## src/rtl/core/pftd_pkg.sv

```systemverilog
// Package for the trial division prime filter.
// Holds the default width, the controller states and the command and status bundles.
// No dependencies.
package pftd_pkg;

	localparam int VALUE_WIDTH_DEF = 31;

	typedef enum logic [2:0] {
		ST_IDLE,
		ST_CHECK,
		ST_DIV,
		ST_TEST,
		ST_EMIT
	} state_t;

	typedef struct packed {
		logic load;
		logic step_d;
		logic div_start;
		logic div_step;
		logic emit;
	} cmd_t;

	typedef struct packed {
		logic lt_two;
		logic sq_gt_n;
		logic div_last;
		logic rem_zero;
	} status_t;

endpackage

```

## src/rtl/core/prime_filter_trial_division_core.sv

```systemverilog
// Prime filter by trial division: passes on only the prime input values.
// A value below two is dropped; for any other item each trial divisor is tried in turn,
// the divisors being 2, 3, then odd values up to the square root.
// A prime may then wait on the output. One item is in work at a time.
// Reset (arst_n, asynchronous) clears the controller state and the output valid flag.
// Depends on pftd_pkg, pftd_ctrl and pftd_datapath.
module prime_filter_trial_division_core #(
	parameter int VALUE_WIDTH = pftd_pkg::VALUE_WIDTH_DEF
) (
	input  logic                                 clk,
	input  logic                                 arst_n,
	input  logic                                 s_tvalid,
	output logic                                 s_tready,
	input  logic [((VALUE_WIDTH+7)/8)*8-1:0]     s_tdata,  // value
	output logic                                 m_tvalid,
	input  logic                                 m_tready,
	output logic [((VALUE_WIDTH+7)/8)*8-1:0]     m_tdata   // prime_value
);

	localparam int TDATA_W = ((VALUE_WIDTH + 7) / 8) * 8;

	pftd_pkg::cmd_t           cmd;
	pftd_pkg::status_t        status;
	logic [VALUE_WIDTH-1:0]   prime_value;

	pftd_ctrl u_ctrl (
		.clk      (clk),
		.arst_n   (arst_n),
		.s_tvalid (s_tvalid),
		.s_tready (s_tready),
		.m_tvalid (m_tvalid),
		.m_tready (m_tready),
		.status   (status),
		.cmd      (cmd)
	);

	pftd_datapath #(
		.VALUE_WIDTH (VALUE_WIDTH)
	) u_datapath (
		.clk         (clk),
		.value       (s_tdata[VALUE_WIDTH-1:0]),
		.cmd         (cmd),
		.status      (status),
		.prime_value (prime_value)
	);

	assign m_tdata = TDATA_W'(prime_value);

endmodule

```

## src/rtl/core/pftd_datapath.sv

```systemverilog
// Datapath of the prime filter: value and divisor registers, square tracker,
// bit-serial remainder unit and the output register.
// Depends on pftd_pkg.
module pftd_datapath #(
	parameter int VALUE_WIDTH = pftd_pkg::VALUE_WIDTH_DEF
) (
	input  logic                   clk,
	input  logic [VALUE_WIDTH-1:0] value,
	input  pftd_pkg::cmd_t         cmd,
	output pftd_pkg::status_t      status,
	output logic [VALUE_WIDTH-1:0] prime_value
);

	localparam int W  = VALUE_WIDTH;
	localparam int CW = $clog2(W);

	logic [W-1:0]  n_q;
	logic [W-1:0]  d_q;
	logic [W+1:0]  sq_q;
	logic [W-1:0]  sh_q;
	logic [W-1:0]  r_q;
	logic [CW-1:0] cnt_q;
	logic [W-1:0]  out_q;

	logic [W:0]    trial;
	logic [W:0]    diff;
	logic          d_is_two;

	assign trial    = {r_q, sh_q[W-1]};
	assign diff     = trial - {1'b0, d_q};
	assign d_is_two = (d_q == W'(2));

	always_ff @(posedge clk) begin
		if (cmd.load) begin
			n_q  <= value;
			d_q  <= W'(2);
			sq_q <= (W+2)'(4);
		end else if (cmd.step_d) begin
			if (d_is_two) begin
				d_q  <= W'(3);
				sq_q <= (W+2)'(9);
			end else begin
				d_q  <= d_q + W'(2);
				sq_q <= sq_q + {d_q, 2'b00} + (W+2)'(4);
			end
		end
		if (cmd.div_start) begin
			sh_q  <= n_q;
			r_q   <= '0;
			cnt_q <= CW'(W-1);
		end else if (cmd.div_step) begin
			sh_q  <= {sh_q[W-2:0], 1'b0};
			cnt_q <= cnt_q - CW'(1);
			if (!diff[W]) begin
				r_q <= diff[W-1:0];
			end else begin
				r_q <= trial[W-1:0];
			end
		end
		if (cmd.emit) begin
			out_q <= n_q;
		end
	end

	assign status.lt_two   = (n_q < W'(2));
	assign status.sq_gt_n  = (sq_q > {2'b00, n_q});
	assign status.div_last = (cnt_q == '0);
	assign status.rem_zero = (r_q == '0);
	assign prime_value     = out_q;

endmodule

```

## src/rtl/core/pftd_ctrl.sv

```systemverilog
// Controller of the prime filter: sequences load, divisor steps and the
// remainder iterations, and owns both handshakes.
// Depends on pftd_pkg.
module pftd_ctrl (
	input  logic              clk,
	input  logic              arst_n,
	input  logic              s_tvalid,
	output logic              s_tready,
	output logic              m_tvalid,
	input  logic              m_tready,
	input  pftd_pkg::status_t status,
	output pftd_pkg::cmd_t    cmd
);

	pftd_pkg::state_t state_q;
	pftd_pkg::state_t state_next;
	logic             out_valid_q;
	logic             out_free;

	assign out_free = !out_valid_q || m_tready;
	assign m_tvalid = out_valid_q;

	always_ff @(posedge clk or negedge arst_n) begin
		if (!arst_n) begin
			state_q     <= pftd_pkg::ST_IDLE;
			out_valid_q <= 1'b0;
		end else begin
			state_q <= state_next;
			if (cmd.emit) begin
				out_valid_q <= 1'b1;
			end else if (m_tready) begin
				out_valid_q <= 1'b0;
			end
		end
	end

	always_comb begin
		state_next = state_q;
		cmd        = '0;
		s_tready   = 1'b0;
		unique case (state_q)
			pftd_pkg::ST_IDLE: begin
				s_tready = 1'b1;
				if (s_tvalid) begin
					cmd.load   = 1'b1;
					state_next = pftd_pkg::ST_CHECK;
				end
			end
			pftd_pkg::ST_CHECK: begin
				if (status.lt_two) begin
					state_next = pftd_pkg::ST_IDLE;
				end else if (status.sq_gt_n) begin
					state_next = pftd_pkg::ST_EMIT;
				end else begin
					cmd.div_start = 1'b1;
					state_next    = pftd_pkg::ST_DIV;
				end
			end
			pftd_pkg::ST_DIV: begin
				cmd.div_step = 1'b1;
				if (status.div_last) begin
					state_next = pftd_pkg::ST_TEST;
				end
			end
			pftd_pkg::ST_TEST: begin
				if (status.rem_zero) begin
					state_next = pftd_pkg::ST_IDLE;
				end else begin
					cmd.step_d = 1'b1;
					state_next = pftd_pkg::ST_CHECK;
				end
			end
			pftd_pkg::ST_EMIT: begin
				if (out_free) begin
					cmd.emit   = 1'b1;
					state_next = pftd_pkg::ST_IDLE;
				end
			end
			default: begin
				state_next = pftd_pkg::ST_IDLE;
			end
		endcase
	end

endmodule

```

## config.mk

```make
export PLATFORM = sky130hd
export DESIGN_NAME = prime_filter_trial_division_core
export DESIGN_NICKNAME = d
export VERILOG_FILES = /design/src/rtl/core/pftd_pkg.sv /design/src/rtl/core/prime_filter_trial_division_core.sv /design/src/rtl/core/pftd_datapath.sv /design/src/rtl/core/pftd_ctrl.sv
export SDC_FILE = /design/constraint.sdc
export NUM_CORES = 1
export LEC_CHECK = 0
export ABC_AREA = 1
export BUFFER_PORTS_ARGS = -buffer_cell sky130_fd_sc_hd__buf_2
export CAP_MARGIN = 20
export CORE_AREA = 2 2 179 181
export DETAILED_ROUTE_END_ITERATION = 8
export DIE_AREA = 0 0 181 183
export GPL_TIMING_DRIVEN = 0
export PLACE_DENSITY = 0.64
export SETUP_SLACK_MARGIN = 0.5
export SLEW_MARGIN = 10
export SYNTH_ARGS = -nofsm -noshare
export SYNTH_HDL_FRONTEND = slang
export SYNTH_SLANG_ARGS = --single-unit
```

## constraint.sdc

```tcl
create_clock -name clk -period 3.2 [get_ports clk]
set_input_delay 0.64 -clock clk [delete_from_list [all_inputs] [get_ports clk]]
set_output_delay 0.64 -clock clk [all_outputs]
set_load 0.1 [all_outputs]
```

* Word level (Yosys, flattened, before mapping)
Cells that the tools add are included.
** Storage, ports and cells
- Bits in registers :: 197
- Input bits :: 36
- Output and inout bits :: 34
- Word-level logic and storage cells :: 57
** Operators by class
- Add/subtract/negate cells :: 5
- $lt $le $gt $ge :: 2
- Equality and inequality tests :: 8
- Mux-type cells :: 25
- Reductions and logical operators :: 8
** Operators with widths (number)
- 31-bit two-way mux :: 4
- 33-bit by 3-bit adder with 33-bit output (second input constant) :: 1
- 33-bit adder :: 1
- 33-bit by 31-bit > comparator with 1-bit output :: 1
- 33-bit two-way mux :: 1
- 32-bit by 31-bit subtractor with 32-bit output :: 1
- 31-bit by 2-bit adder with 31-bit output (second input constant) :: 1
- 31-bit by 2-bit equality test with 1-bit output (second input constant) :: 1
- 31-bit logical NOT :: 1
- 31-bit by 2-bit < comparator with 1-bit output (second input constant) :: 1
- 3-bit two-way mux :: 5
- 3-bit one-hot mux with 5 select lines :: 1
- 1-bit two-way mux :: 14
- 3-bit by 2-bit equality test with 1-bit output (second input constant) :: 2
- 5-bit logical NOT :: 1
- 5-bit by 1-bit subtractor with 5-bit output (second input constant) :: 1
- 2-bit inequality test (second input constant) :: 2
- 2-bit nonzero test :: 2
- 3-bit by 1-bit equality test with 1-bit output (second input constant) :: 1
- 3-bit equality test (second input constant) :: 1
- 3-bit logical NOT :: 1
- 3-bit AND reduction :: 1
- 2-bit by 1-bit inequality test with 1-bit output (second input constant) :: 1
- 1-bit logical NOT :: 1
- 1-bit logical OR :: 1

* Logic depth before layout (Yosys ltp)
Gate-level depths: netlist of run 1.
- Word-level depth :: 5
- Depth in mapped cells :: 19
- Depth with buffers taken out :: 18

* By module
From an unflattened synthesis of run 1, not the netlist that was laid out.
** Second synthesis, totals
- Cells, all modules :: 1957
- Area, all modules :: 13579.3 µm²
** By module, submodules not included
- pftd_datapath :: instances 1, cells an instance 1921, area each 13332.8 µm², seq. area each 4754.6 µm²
- pftd_ctrl :: instances 1, cells an instance 34, area each 235.2 µm², seq. area each 100.1 µm²
- prime_filter_trial_division_core :: instances 1, cells an instance 2, area each 11.3 µm², seq. area each 0.0 µm²

* Worst setup path after synthesis of run 1
No wires, ideal clock.
- Path type :: flip-flop to flip-flop
- Start :: register u_ctrl.state_q[0]
- End :: register u_datapath.n_q[0] (enable)
- Library setup time :: 0.408 ns
- Data arrival time :: 4.196 ns
- Data required time :: 2.792 ns
- Path slack :: -1.403 ns
- Stages on the path, launching flop included :: 5
- Path buffers :: 1
- Period minus slack after synthesis :: 4.603 ns
- Path through :: dfrtp_1 -> nor3_1 -> nand2_1 -> inv_1 -> clkbuf_1
** RTL lines
- from (decl) :: RTL line pftd_ctrl.sv:15 : pftd_pkg::state_t state_q;
- from (signal assigned) :: RTL line pftd_ctrl.sv:25 : state_q <= pftd_pkg::ST_IDLE;
- from (signal assigned) :: RTL line pftd_ctrl.sv:28 : state_q <= state_next;
- to (signal assigned) :: RTL line pftd_datapath.sv:35 : n_q <= value;
- to (decl) :: RTL line pftd_datapath.sv:17 : logic [W-1:0] n_q;

* Final worst setup path of run 1
- Start :: register u_datapath.d_q[26]
- End :: register u_datapath.r_q[15]
** On the way
- Word-level cells in the longest chain between the ends :: 2
** Ends and longest elaborated chain
- from (decl) :: RTL line pftd_datapath.sv:18 : logic [W-1:0] d_q;
- from (signal assigned) :: RTL line pftd_datapath.sv:43 : d_q <= d_q + W'(2);
- 32-bit by 31-bit subtractor with 32-bit output :: RTL line pftd_datapath.sv:30 : assign diff = trial - {1'b0, d_q};
- 31-bit two-way mux :: RTL line pftd_datapath.sv:54 : if (!diff[W]) begin
- to (signal assigned) :: RTL line pftd_datapath.sv:55 : r_q <= diff[W-1:0];
- to (signal assigned) :: RTL line pftd_datapath.sv:57 : r_q <= trial[W-1:0];
- to (decl) :: RTL line pftd_datapath.sv:21 : logic [W-1:0] r_q;
No other way between the ends.
A chain may end at the register's enable or synchronous reset.

==> results by group, run 1 <==
Status
  – Outcome: complete, no violations

Drt
  – Vias per cell: 5.21
  – Detailed router's first-iteration violation count: 1010
  – Number of nets with antenna violations after routing: 0
  – Via count: 13200
  – DR pass1 iterations: 6
  – Post-detailed-route DRC marker count: 0
  – Avg WL per Cell: 16.5 um
  – Routed Wire Length: 42000 um

Power
  – VDD IR-drop max: 0.000452 V
  – Part of the total power dissipated in the clock network: 16.5%
  – Power share of the sequential group: 25.9%
  – Switching share of power: 48.4%
  – Ratio of total power to cell area: 908 mW/mm2
  – Int Power: 7.45 mW
  – Leakage power: 7.95 nW
  – Combinational power share: 57.7%
  – Switching power of the nets: 6.98 mW

CTS
  – Clock root cell: sky130_fd_sc_hd__clkbuf_16
  – Clock latency reported for the late side of the worst-skew pair: 0.46 ns
  – Clock sink total: 195
  – TritonCTS clock tree: built
  – Maximum root-to-sink buffer count: 2
  – Max H-tree Level: 4
  – CTS buffer count: 17
  – Register clock-pin slew on the reported worst setup and hold paths: 0.09 ns

Place
  – Final weighted congestion in routability-driven placement: 0.953
  – Detailed placement HPWL: 33300 um
  – Cell area after placement: 0.0148 mm2
  – Port Buffers: 67

Worst setup path
  – Type of the worst setup path: reg -> reg
  – Endpoint arrival time on the critical path: 2.93 ns
  – Sequence of cells on the critical path: inv_1 -> ha_1 -> nand2_2 -> nor2_2 -> inv_2 -> nor3_4 -> and2_4 -> nand2_4 -> nand2_4 -> nand2_4 -> nand2_4 -> buf_6 -> nand2_1 -> nand3_1 -> nand2_1
  – Cell repeated most along the worst path: sky130_fd_sc_hd__nand2_4
  – Setup crit start kind: flip-flop
  – Crit Path Max Fanout: 10
  – Required time at the endpoint of the critical path: 3.55 ns
  – Critical-path top delay cell: sky130_fd_sc_hd__dfxtp_1
  – Worst Setup End Kind: flip-flop
  – Crit path largest cell delay: 0.46 ns

Layout
  – Final core utilization: 50.9%
  – Inserted Diodes: 0
  – Sequential Area: 0.00488 mm2
  – Multi-input gate area in the final layout: 0.00775 mm2
  – Signed area change from the synthesized netlist to the final layout: 14.4%
  – Commonest non-fill, non-tap cell in the layout: sky130_fd_sc_hd__nand2_1
  – Top library cells by usage in the layout, fill and taps aside: 672 x sky130_fd_sc_hd__nand2_1, 301 x sky130_fd_sc_hd__inv_1, 168 x sky130_fd_sc_hd__nand3_1
  – Summed area of non-filler cells in the final layout: 0.0159 mm2
  – Fraction of final layout cells sized beyond drive strength 1: 11.0%
  – Number of nets in the finished design: 2283
  – FILL cells: 3125

STA
  – Setup repair after global routing missed its margin: false
  – Number of endpoints with negative hold slack in the final report: 0
  – # setup viols final: 0
  – Remaining max-slew budget at the tightest pin: 27.6%
  – Time the worst path needs with I/O delays and setup: 2.58 ns
  – Transition at the pin with the smallest max-transition slack: 1.09 ns
  – Worst clock skew: 0.0151 ns
  – Ratio of final minimum period to clock period: 80.6%
  – Final number of max-transition violations: 0
  – Post-Route Setup TNS: 0 ns
  – Maximum clock rate: 388 MHz

GRT
  – Via count of the first global-routing pass: 12400
  – Maximum number of pins on one net before global-route repair: 41
  – Antenna violations before repair: 0
  – Total global-route track usage: 25.5%
  – First-pass GRT wire length: 65700 um
  – Overall overflow remaining after global route: 0

Yosys
  – Mapped cell area: 0.0139 mm2
  – Cell count after synthesis: 2008
  – Unique cell type count in the Yosys netlist: 47
  – Share of flip-flops with an asynchronous set or reset after synthesis: 2.05%
  – Post-synthesis sequential element count: 195
  – Post-Synthesis Mean Instance Area: 6.92 um2
  – Number of enable flip-flop cells after synthesis: 93
  – Post-Syn Nets: 2168
  – Sequential area share after synthesis: 34.9%
  – Post-synth top flop: sky130_fd_sc_hd__dfxtp_1
  – Synthesis Warnings: 0

Die
  – Total Die Area: 0.0331 mm2
  – Core footprint: 0.0312 mm2
  – Effective utilization at floorplan: 44.5%
  – Floorplan die width: 181 um
  – I/O pin count: 70
  – Die extent in y: 183 um
  – Number of rows created at floorplan: 65

Flow run
  – Max_cap viols: 0

Min path
  – Path class of the lowest-slack min-delay path: in -> reg
flip-flops by register name, indices dropped and copies added (netlist names):
signal / count
u_datapath.cnt_q: 5
u_datapath.r_q: 31
u_datapath.sh_q: 31
u_ctrl.state_q: 3
u_datapath.d_q: 30
u_datapath.n_q: 31
u_datapath.sq_q: 32
u_datapath.prime_value: 31
u_ctrl.m_tvalid: 1
cell type report:
class	instances	area share, %
buffer	40	1.77
clock buffer	17	2.68
clock inverter	15	1.45
inverter	310	7.38
multi-input combinational	1463	48.8
sequential	195	30.7
tap	402	3.16
timing repair buffer	96	4.08
worst paths after layout:
| path | from | end | slack (ns) | cells after the start |
|---|---|---|---|---|
| max | u_datapath.d_q[26] | u_datapath.r_q[15] | 0.62 | 15 |
| min | s_tdata[16] | u_datapath.n_q[16] | 0.35 | 1 |
| max reg2reg | u_datapath.d_q[26] | u_datapath.r_q[15] | 0.62 | 15 |
| min reg2reg | u_datapath.n_q[18] | u_datapath.prime_value[18] | 0.46 | 0 |
| max in group asynchronous | arst_n | u_ctrl.m_tvalid | 2.56 | 2 |
| min in group asynchronous | arst_n | u_ctrl.state_q[0] | 0.52 | 2 |
stage by stage:
stage                     hold WS (ns)  setup WS [ns]  instances  total power [mW]
final                            0.346          0.619       2538              14.4
after global routing             0.334          0.467       2538              15.6
after CTS                        0.341          0.508       2515              14.0
after detailed placement         0.432         -0.237       2479              11.4
after global placement           0.433         -0.630       2477              11.2
after floorplan                  0.344          0.541       2008              9.29
synth_stat cells, drive strengths merged, types with 21 or more instances:
cell type,count,area (um2)
edfxtp,93,2790
o21ai,62,314
ha,122,1530
inv,309,1160
dfxtp,98,1960
a21oi,116,584
nor3,36,201
nand2,691,2660
nand3,169,858
xor2,21,184
buf,26,185
nor2,133,507
nand4,33,206
routing by layer:
layer  global-route usage [%]  wire [um]  vias to the layer above
met5                        0          0                        -
met4                     8.42       1370                        0
met3                     3.20       1830                       71
met2                     45.2      20400                      328
met1                     32.1      18400                     6094
li1                         -          -                     6719
kinds of logic (layout without fill, tap and decap cells):
family	Yosys count	after routing	share of synthesized area, %
AND/OR/NAND/NOR	1107	1107	34.0
buffers and inverters	350	478	10.1
XOR/XNOR	34	34	2.14
adder cells (fa/ha/maj)	124	124	11.3
other	1	1	0.0270
AO/OA/AOI/OAI	197	197	7.49
flip-flops	195	195	34.9
power by group through the flow:
stage | Clock [mW] | Sequential, mW | Combinational [mW]
2_1_floorplan | 0 | 3.67 | 5.62
3_3_place_gp | 0 | 3.77 | 7.46
3_5_place_dp | 0 | 3.77 | 7.61
4_1_cts | 2.40 | 3.72 | 7.87
5_1_grt | 2.47 | 3.79 | 9.35
6_report | 2.37 | 3.73 | 8.32
timing repair:
action | 4_1_cts | 5_1_grt
pin swaps | 1 | 6
hold endpoints to repair | 4 | 0
hold buffers | 1 | 0
setup buffers | 2 | 21
cloned | 1 | 2
gates resized for setup | 25 | 40
setup endpoints to repair | 89 | 93
worst max-delay path: cells and delay by family, from the launching register on:
kind | cells | cell delay [ns]
and+or+nand+nor | 11 | 1.23
DFF | 1 | 0.46
adders and majority gates | 1 | 0.42
buffers and inverters | 3 | 0.36
(Power assumes the default switching activity.)
==> run 2: changes to the inputs <==
--- a/config.mk
+++ b/config.mk
@@ -12,7 +12,7 @@
 export DETAILED_ROUTE_END_ITERATION = 8
 export DIE_AREA = 0 0 181 183
 export GPL_TIMING_DRIVEN = 0
-export PLACE_DENSITY = 0.64
+export PLACE_DENSITY = 0.66
 export SETUP_SLACK_MARGIN = 0.5
 export SLEW_MARGIN = 10
 export SYNTH_ARGS = -nofsm -noshare
==> constraint.sdc (replaced) <==
create_clock -name clk -period 2.28 [get_ports clk]
set_input_delay 0.456 -clock clk [delete_from_list [all_inputs] [get_ports clk]]
set_output_delay 0.456 -clock clk [all_outputs]
set_load 0.1 [all_outputs]
==> results by group, run 2 (synthesis gave the netlist of run 1 again) <==
Drt
  – Via count: 14200
  – Detailed router's first-iteration violation count: 1513
  – Routed Wire Length: 48500 um
  – Post-detailed-route DRC marker count: 0
  – DR pass1 iterations: 5
  – Avg WL per Cell: 18.5 um
  – Vias per cell: 5.45
  – Number of nets with antenna violations after routing: 0

Flow run
  – Max_cap viols: 0

Place
  – Port Buffers: 67
  – Detailed placement HPWL: 34200 um
  – Final weighted congestion in routability-driven placement: 0.955
  – Number of placed cells counting well taps: 2477

Status
  – Violated checks: negative setup slack
  – Outcome: complete, but fails checks

CTS
  – CTS buffer count: 17
  – Clock sink total: 195
  – Clock latency reported for the late side of the worst-skew pair: 0.46 ns
  – Clock root cell: sky130_fd_sc_hd__clkbuf_16
  – TritonCTS clock tree: built
  – Maximum root-to-sink buffer count: 2
  – Max H-tree Level: 4
  – Register clock-pin slew on the reported worst setup and hold paths: 0.08 ns

GRT
  – Antenna violations before repair: 0
  – First-pass GRT wire length: 70800 um
  – Total global-route track usage: 27.4%
  – Overall overflow remaining after global route: 0
  – Via count of the first global-routing pass: 13000
  – Maximum number of pins on one net before global-route repair: 41

Power
  – Combinational power share: 63.1%
  – Power share of the sequential group: 23.7%
  – VDD IR-drop max: 0.000711 V
  – Part of the total power dissipated in the clock network: 13.2%
  – Switching power of the nets: 10.9 mW
  – Switching share of power: 47.8%
  – Int Power: 11.9 mW
  – Ratio of total power to cell area: 1170 mW/mm2
  – Leakage power: 8.89 nW

Worst setup path
  – Setup crit start kind: flip-flop
  – Worst Setup End Kind: flip-flop
  – Type of the worst setup path: reg -> reg
  – Crit Path Max Fanout: 8
  – Required time at the endpoint of the critical path: 2.48 ns
  – Endpoint arrival time on the critical path: 2.72 ns

STA
  – Remaining max-slew budget at the tightest pin: 40.1%
  – Time the worst path needs with I/O delays and setup: 2.52 ns
  – # setup viols final: 99
  – Worst clock skew: 0.0110 ns
  – Final number of max-transition violations: 0
  – Final setup slack of the worst path: -0.238 ns
  – Maximum clock rate: 397 MHz
  – Worst slack on hold paths: 0.163 ns
  – Transition at the pin with the smallest max-transition slack: 0.896 ns
  – Setup repair after global routing missed its margin: true
  – Number of endpoints with negative hold slack in the final report: 0
  – Ratio of final minimum period to clock period: 110%

Die
  – Core footprint: 0.0312 mm2
  – Effective utilization at floorplan: 44.5%
  – I/O pin count: 70
  – Number of rows created at floorplan: 65
  – Die extent in y: 183 um
  – Total Die Area: 0.0331 mm2
  – Floorplan die width: 181 um

Min path
  – Path class of the lowest-slack min-delay path: in -> reg

Layout
  – Inserted Diodes: 0
  – Top library cells by usage in the layout, fill and taps aside: 595 x sky130_fd_sc_hd__nand2_1, 258 x sky130_fd_sc_hd__inv_1, 122 x sky130_fd_sc_hd__nand3_1
  – Non-Filler Instances: 2614
  – Fraction of final layout cells sized beyond drive strength 1: 33.4%
  – Commonest non-fill, non-tap cell in the layout: sky130_fd_sc_hd__nand2_1
  – Number of flip-flops in the largest register: 32
  – Signed area change from the synthesized netlist to the final layout: 39.3%
  – Largest register by flop count: u_datapath.sq_q
  – Number of nets in the finished design: 2359
  – FILL cells: 2598
-- run 2: critical path: stages (launching register included) --
cell                       delay (ns)
sky130_fd_sc_hd__edfxtp_1        0.38
sky130_fd_sc_hd__inv_2           0.10
sky130_fd_sc_hd__ha_4            0.29
sky130_fd_sc_hd__nand2_4         0.05
sky130_fd_sc_hd__nor3_4          0.24
sky130_fd_sc_hd__nand2_2         0.14
sky130_fd_sc_hd__nor2_4          0.14
sky130_fd_sc_hd__buf_4           0.13
sky130_fd_sc_hd__nand2_1         0.06
sky130_fd_sc_hd__nand2_2         0.14
sky130_fd_sc_hd__nand2_4         0.08
sky130_fd_sc_hd__nand2_4         0.09
sky130_fd_sc_hd__buf_12          0.14
sky130_fd_sc_hd__buf_16          0.17
sky130_fd_sc_hd__nand2_8         0.10
-- run 2: cell type report --
| class | instances | area [um2] | share of cell area, % |
|---|---|---|---|
| multi-input cells | 1466 | 10200 | 52.5 |
| clock buffers | 18 | 429 | 2.22 |
| well taps | 402 | 503 | 2.60 |
| repair buffers | 169 | 1380 | 7.14 |
| clock inverters | 14 | 131 | 0.679 |
| inverters | 310 | 1210 | 6.24 |
| flip-flops and latches | 195 | 5020 | 25.9 |
| plain buffers | 40 | 523 | 2.70 |
-- run 2: layer usage --
metal	global-route usage [%]	wire [um]	up-vias
li1	-	-	6888
met1	38.4	21400	6659
met2	43.8	21800	591
met3	4.01	3560	106
met4	8.78	1760	0
met5	0	0	-
-- run 2: repair_timing --
item,4_1_cts,5_1_grt
setup buffers,42,51
gates cloned,5,6
hold buffers,1,0
endpoints found under the setup margin,194,195
hold endpoints to repair,4,0
pin swaps,69,130
resized for setup,341,246
-- run 2: worst paths after layout --
path | end | slack (ns) | start | cells after the start
max in group asynchronous | u_ctrl.m_tvalid | 1.82 | arst_n | 2
min | u_datapath.n_q[24] | 0.16 | s_tdata[24] | 1
max | u_datapath.sh_q[22] | -0.24 | u_datapath.n_q[30] | 14
max reg2reg | u_datapath.sh_q[22] | -0.24 | u_datapath.n_q[30] | 14
min in group asynchronous | u_ctrl.state_q[0] | 0.32 | arst_n | 2
min reg2reg | u_datapath.prime_value[20] | 0.45 | u_datapath.n_q[20] | 0
-- run 2: metrics by stage --
stage / power [mW] / TNS (ns) / util [%] / worst slack [ns] / instance area (um2)
6_report: 22.7 / -18.27 / 62.0 / -0.238 / 19400
5_1_grt: 24.3 / -22.51 / 62.0 / -0.270 / 19400
4_1_cts: 21.1 / -16.78 / 57.2 / -0.210 / 17900
3_5_place_dp: 16.8 / -45.58 / 49.2 / -0.606 / 15400
3_3_place_gp: 16.6 / -39.78 / 49.2 / -0.556 / 15400
2_1_floorplan: 13.8 / 0 / - / 0.172 / 14500
-- run 2: power by group through the flow --
stage | combinational, mW | clock [mW] | sequential (mW)
floorplan | 8.61 | 0 | 5.23
global placement | 11.2 | 0 | 5.37
detailed placement | 11.4 | 0 | 5.39
CTS | 12.8 | 3.02 | 5.31
global route | 15.7 | 3.18 | 5.45
finish | 14.3 | 3.00 | 5.38
